**src/rtl/spl_pkg.sv**
```systemverilog
// Package for the strip pixel locator: payload structs, register indexes,
// controller/datapath command and status bundles. No dependencies.
package spl_pkg;

  localparam int MAX_STRIPS_DEF   = 256;
  localparam int WINDOW_BYTES_DEF = 512;

  localparam int CFG_IDX_W  = 2;
  localparam int CFG_DATA_W = 16;

  localparam logic [CFG_IDX_W-1:0] REG_IMAGE_WIDTH     = 2'd0;
  localparam logic [CFG_IDX_W-1:0] REG_BYTES_PER_PIXEL = 2'd1;
  localparam logic [CFG_IDX_W-1:0] REG_STRIP_TOTAL     = 2'd2;
  localparam logic [CFG_IDX_W-1:0] REG_USE_WINDOW      = 2'd3;

  localparam logic MODE_LOAD   = 1'b0;
  localparam logic MODE_LOCATE = 1'b1;

  typedef struct packed {
    logic        mode;
    logic [7:0]  entry_index;
    logic [31:0] strip_file_offset;
    logic [31:0] strip_byte_length;
    logic [15:0] pixel_x;
    logic [15:0] pixel_y;
  } in_item_t;

  typedef struct packed {
    logic [7:0]  strip_index;
    logic [31:0] byte_in_strip;
    logic [31:0] file_address;
    logic        fetch_needed;
    logic [16:0] fetch_length;
    logic [15:0] window_position;
    logic        beyond_image;
  } out_item_t;

  // controller -> datapath
  typedef struct packed {
    logic accept;      // input transfer this cycle
    logic mul_a;       // row * width
    logic mul_b;       // (.. + column) * bytes per pixel
    logic walk_init;
    logic walk_adv;
    logic set_beyond;
    logic calc_off;
    logic emit;
  } cmd_t;

  // datapath -> controller
  typedef struct packed {
    logic in_mode;
    logic count_zero;
    logic found;
    logic last;
    logic out_free;
  } sts_t;

endpackage

```
**src/rtl/spl_ctrl.sv**
```systemverilog
// Sequencer for the strip pixel locator: accepts items, steps the
// multiply, strip walk and result stages. Uses spl_pkg.
module spl_ctrl (
  input  logic          clk,
  input  logic          rst_n,
  input  logic          in_valid,
  output logic          in_stall,
  input  spl_pkg::sts_t sts,
  output spl_pkg::cmd_t cmd
);
  import spl_pkg::*;

  localparam logic [2:0] ST_IDLE     = 3'd0;
  localparam logic [2:0] ST_MUL1     = 3'd1;
  localparam logic [2:0] ST_MUL2     = 3'd2;
  localparam logic [2:0] ST_WALK_RD  = 3'd3;
  localparam logic [2:0] ST_WALK_CHK = 3'd4;
  localparam logic [2:0] ST_OFFS     = 3'd5;
  localparam logic [2:0] ST_EMIT     = 3'd6;

  logic [2:0] state_r, state_nxt;

  always_ff @(posedge clk) begin
    if (!rst_n) begin
      state_r <= ST_IDLE;
    end else begin
      state_r <= state_nxt;
    end
  end

  assign in_stall = (state_r != ST_IDLE);

  always_comb begin
    state_nxt = state_r;
    cmd       = '0;
    case (state_r)
      ST_IDLE: begin
        if (in_valid) begin
          cmd.accept = 1'b1;
          if (sts.in_mode == MODE_LOCATE) begin
            state_nxt = ST_MUL1;
          end
        end
      end
      ST_MUL1: begin
        cmd.mul_a = 1'b1;
        state_nxt = ST_MUL2;
      end
      ST_MUL2: begin
        cmd.mul_b     = 1'b1;
        cmd.walk_init = 1'b1;
        if (sts.count_zero) begin
          cmd.set_beyond = 1'b1;
          state_nxt      = ST_EMIT;
        end else begin
          state_nxt = ST_WALK_RD;
        end
      end
      ST_WALK_RD: begin
        state_nxt = ST_WALK_CHK;
      end
      ST_WALK_CHK: begin
        if (sts.found) begin
          state_nxt = ST_OFFS;
        end else if (sts.last) begin
          cmd.set_beyond = 1'b1;
          state_nxt      = ST_EMIT;
        end else begin
          cmd.walk_adv = 1'b1;
          state_nxt    = ST_WALK_RD;
        end
      end
      ST_OFFS: begin
        cmd.calc_off = 1'b1;
        state_nxt    = ST_EMIT;
      end
      ST_EMIT: begin
        if (sts.out_free) begin
          cmd.emit  = 1'b1;
          state_nxt = ST_IDLE;
        end
      end
      default: begin
        state_nxt = ST_IDLE;
      end
    endcase
  end

endmodule

```
**config.mk**
```make
export PLATFORM = sky130hd
export DESIGN_NAME = spl_ctrl
export DESIGN_NICKNAME = d
export VERILOG_FILES = /design/src/rtl/spl_pkg.sv /design/src/rtl/spl_ctrl.sv
export SDC_FILE = /design/constraint.sdc
export NUM_CORES = 1
export LEC_CHECK = 0
export ABC_AREA = 1
export BUFFER_PORTS_ARGS = -buffer_cell sky130_fd_sc_hd__buf_4
export CORE_AREA = 2 2 39 41
export DETAILED_ROUTE_END_ITERATION = 7
export DIE_AREA = 0 0 41 43
export SYNTH_ARGS = -nofsm -noshare
export SYNTH_HDL_FRONTEND = slang
export SYNTH_SLANG_ARGS = --single-unit
```
**constraint.sdc**
```tcl
create_clock -name clk -period 1.2 [get_ports clk]
set_input_delay 0.12 -clock clk [delete_from_list [all_inputs] [get_ports clk]]
set_output_delay 0.12 -clock clk [all_outputs]
set_load 0.03 [all_outputs]
```
# Word-level counts from Yosys, hierarchy flattened
# Cells that the tools add are included.
# W data, S select, Z words.
dict set report totals {
  latch_bits 0
  regBits 3
  n_memories 0
  in_bits 8
  rom_bits 0
  ramBits 0
}
dict set report classes {
  shifts 0
  n_lt_le_gt_ge 0
  n_addsub 0
  n_div 0
  multipliers 0
  muxes 20
  n_bitwise 0
  n_eq_ne 9
  n_reduce_logical 3
}
# cell count
set op_table {}
lappend op_table {{$pmux W3 S7} 1}
lappend op_table {{$mux W3} 6}
lappend op_table {{$mux W1} 10}
lappend op_table {{$eq A3 B3 Y1 const B} 3}
lappend op_table {{$eq A3 B2 Y1 const B} 2}
lappend op_table {{$ne A2 B2 Y1 const B} 3}
lappend op_table {{$mux W2} 2}
lappend op_table {{$eq A3 B1 Y1 const B} 1}
lappend op_table {{$logic_not A3 Y1} 1}
lappend op_table {{$reduce_and A3 Y1} 1}
lappend op_table {{$reduce_bool A3 Y1} 1}
lappend op_table {{$pmux W1 S2} 1}

# Depth between registers and ports, before layout
dict set report logic_depth {
  ltp_word 3
  depth_mapped 8
}

# Least setup slack after synthesis
# Ideal clock, no wire load.
dict set report synth_path {
  path_type {reg2out}
  startpoint {reg state_r[1]}
  endpoint {out cmd[7] (netlist bit)}
  setup_slack_ps -166
  n_path_buf 0
  arrival_time_ps 1246
  stages_incl_launch_ff 4
  path_cell_list {dfxtp_1 nor2_2 nand2_1 nor2_1}
}
# item line_no
set synth_rtl {}
lappend synth_rtl {{start: declaration} spl_ctrl.sv:21} ;# logic [2:0] state_r, state_nxt;
lappend synth_rtl {{start signal: assignment} spl_ctrl.sv:27} ;# state_r <= state_nxt;
lappend synth_rtl {{end: declaration} spl_ctrl.sv:9} ;# output spl_pkg::cmd_t cmd

==> impl_metrics.toml <==
[floorplanning]
start_util_pct = 20.7
die_width_microns = 41
dieArea_sq_um = 1760
die_boundary_height_microns = 43
boundaryPins = 17
floorplan.rows = 14
placeableCoreArea_sq_um = 1380

[synth]
synth_area_sq_um = 287
synth-seq-cells = 3
mux_cell_area_share_after_synthesis_pct = 0
synth_top_cell_by_area = "sky130_fd_sc_hd__dfxtp_1"
yosys-top-cells-area = "sky130_fd_sc_hd__dfxtp_1 (21%), sky130_fd_sc_hd__nand2_1 (14%), sky130_fd_sc_hd__inv_1 (13%), sky130_fd_sc_hd__nand3_1 (10%), sky130_fd_sc_hd__nor2_1 (7.9%)"
mappedNetlistNets = 59
syn_inst = 51
mean_instance_size_in_the_synthesized_netlist_sq_um = 5.62
largest_family_of_logic_cells_by_synthesized_area = "simple AND/OR/NAND/NOR gates"
yosysWarningCount = 0
yosys.area.top_type_share_pct = 21.0
post_synth_and_or_nand_nor_area_fraction_pct = 45.0
seq_area_frac_synth_pct = 21.0
compound_gate_portion_of_the_synthesized_area_pct = 7.86
post_synth_fa_ha_maj_area_fraction_pct = 0
synthDistinctLibCells = 14
post_synth_xor_area_fraction_pct = 0

[critical_path]
max_stage_delay_ns = 0.35
worst-endpoint-arrival_ns = 1.09
critical_path_peak_fanout = 4
cell_type_of_the_slowest_stage_on_the_worst_timing_path = "sky130_fd_sc_hd__dfxtp_2"
end_kind = "output pin"
crit_path_cells = "buf_6 -> nand3_4 -> o22ai_2 -> buf_6"
critical_path_class = "flip-flop to output pin"
critPathBufInv = 2
worstPathRequired_ns = 1.08
critical_path.startpoint_type = "flip-flop"
crit_top_cell = "sky130_fd_sc_hd__buf_6"
crit_family = "flip-flops"

[drt]
drt-initial-drc-count = 4
detail_route.drc_violations = 0
top_layer_used = "met3"
detailed_route_wl_microns = 770
viasPerCell = 4.18
wirelength_met1_microns = 313
vias = 368
met3_wirelength_microns = 46
routed_wl_per_cell_microns = 8.75
dr.pass1.iters = 3
met2_length_microns = 409
detail-route-antenna-nets = 0

[power_and_ir_drop]
internal_cell_power_mw = 0.682
power.density_cell_area_nw_per_um2 = 2720
leakagePower_nw = 0.285
total_switching_power_mw = 0.699
clock_share_of_power_pct = 12.9
vdd_ir_drop_max_uv = 910
pwr-share-seq_pct = 15.9
p_sw_share_pct = 50.6
power.combinational.fraction_pct = 71.3

[layout]
antenna-diode-count = 0
finish.utilization_pct = 36.7
registers.top_by_ff_count = "state_r"
registers_with_the_most_flip_flops = "state_r: 3 flops"
largest_register_ffs = 3
nNetsFinal = 81
fill_cells = 165
fraction_of_layout_instances_using_a_drive_strength_above_1_pct = 51.4
syn_to_layout_area_delta_pct = 77.3

[sta]
timing_hold_violations_final = 0
finalSetupViolations = 1
maxSlewViolCount = 0
timing.max_slew.rel_slack_pct = 86.5
grt_setup_unrepaired = "true"
final_hold_slack_ns = 0.144
finalWorstSetupSlack_ns = -0.0115
layout_worst_path_cycle_share_pct = 101
finalWorstPathRequiredPeriod_ns = 1.21
worstMarginPinSlew_ns = 0.202
setup_tns_ns = -0.0115
max_clock_freq_mhz = 825
clock-skew-final_ns = 0.00229

[global_route]
grt_overflow = 0
first_global_vias = 347
antenna_found_initial = 0
track_usage_pct = 10.8
grt_first_pass_wirelength_microns = 1290
grt_max_degree = 10

[run]
cap_violations = 0

[placement]
gp_congestion = 0.785
port-buffer-count = 16
dp_hpwl_microns = 586

[clock_network]
clk-insertion-delay-late_ns = 0.23
clock_path_buffers = 2
ctsHtreeMaxLevel = 1
clock_tree_from_tritoncts = "yes"
cts.clk_slew.worst_paths_ns = 0.04
root_buffer = "sky130_fd_sc_hd__clkbuf_4"
number_of_buffers_inserted_during_clock_tree_synthesis = 3
cts.sinks = 3

[min_path]
min_path_type = "input pin to flip-flop"

[status]
outcome = "finished, violations left"
violated_checks = "negative setup slack"
==> worst min-delay path, cell delays in order <==
cell and delay, ns:
sky130_fd_sc_hd__buf_4 0.07, sky130_fd_sc_hd__inv_1 0.06, sky130_fd_sc_hd__nor2_2 0.09
==> cells by family (layout without fill, tap and decap cells) <==
group	Yosys count	in the layout
AO/OA/AOI/OAI	4	4
buffers and inverters	16	37
flip-flops	3	3
AND/OR/NAND/NOR	28	28
==> path summary, 6_finish.rpt <==
path / from / endpoint / slack (ns) / cells past startpoint
setup / recovery: state_r[1] / cmd[2] / -0.01 / 4
hold / removal: rst_n / state_r[0] / 0.14 / 3
setup reg to reg: state_r[1] / state_r[0] / 0.12 / 8
hold reg to reg: state_r[2] / state_r[1] / 0.63 / 2
==> metrics by stage <==
stage          area [sq um]  setup WS (ns)  total power [mW]  instances
3_3_place_gp            425          0.141             0.997         82
5_1_grt                 508        -0.0834              1.50         88
6_report                508        -0.0115              1.38         88
3_5_place_dp            425          0.125              1.01         82
2_1_floorplan           300         0.0199             0.794         51
4_1_cts                 488        -0.0288              1.32         87
==> power groups by stage <==
stage,combinational (mW),clock (mW),sequential (mW)
after floorplan,0.610,0,0.184
after global placement,0.804,0,0.193
after detailed placement,0.811,0,0.194
after CTS,0.918,0.185,0.216
after global routing,1.08,0.197,0.229
final,0.984,0.178,0.219
==> cell type report <==
type	instances	area, sq um	share of cell area, %
Multi-Input combinational cell	32	183	36.0
Timing Repair Buffer	19	158	31.0
Sequential cell	3	63.8	12.6
Inverter	14	57.6	11.3
Clock buffer	4	26.3	5.17
Tap cell	16	20.0	3.94
==> metal layers <==
metal / global-route usage [%] / up-vias
met1: 14.1 / 161
li1: - / 197
met5: 0 / -
met3: 3.14 / 0
met2: 15.3 / 10
met4: 6.00 / 0
==> layout by cell type (no fill, tap or decap), drive strengths merged <==
master,netlist,final
inv,14,14
nor2,9,9
dfxtp,3,3
o21ai,2,2
a31oi,1,1
nand3,7,7
nand4,1,1
nand2,11,11
o22ai,1,1
buf,2,19
clkbuf,0,4
==> Yosys cell counts <==
| cell | instances |
|---|---|
| sky130_fd_sc_hd__nor2_2 | 3 |
| sky130_fd_sc_hd__o21ai_0 | 2 |
| sky130_fd_sc_hd__nand3_2 | 1 |
| sky130_fd_sc_hd__o22ai_1 | 1 |
| sky130_fd_sc_hd__nor2_1 | 6 |
| sky130_fd_sc_hd__nand3_1 | 6 |
| sky130_fd_sc_hd__inv_2 | 4 |
| sky130_fd_sc_hd__nand2_1 | 11 |
| sky130_fd_sc_hd__dfxtp_1 | 3 |
| sky130_fd_sc_hd__inv_1 | 10 |
| sky130_fd_sc_hd__nand4_1 | 1 |
| sky130_fd_sc_hd__buf_8 | 1 |
| sky130_fd_sc_hd__a31oi_1 | 1 |
| sky130_fd_sc_hd__buf_4 | 1 |
==> repair_timing <==
action,4_1_cts,5_1_grt
hold buffers,0,0
endpoints found under the setup margin,9,9
resized for setup,9,4
pin swaps,3,2
buffers inserted,1,1
Power figures use the tool's default switching activity.
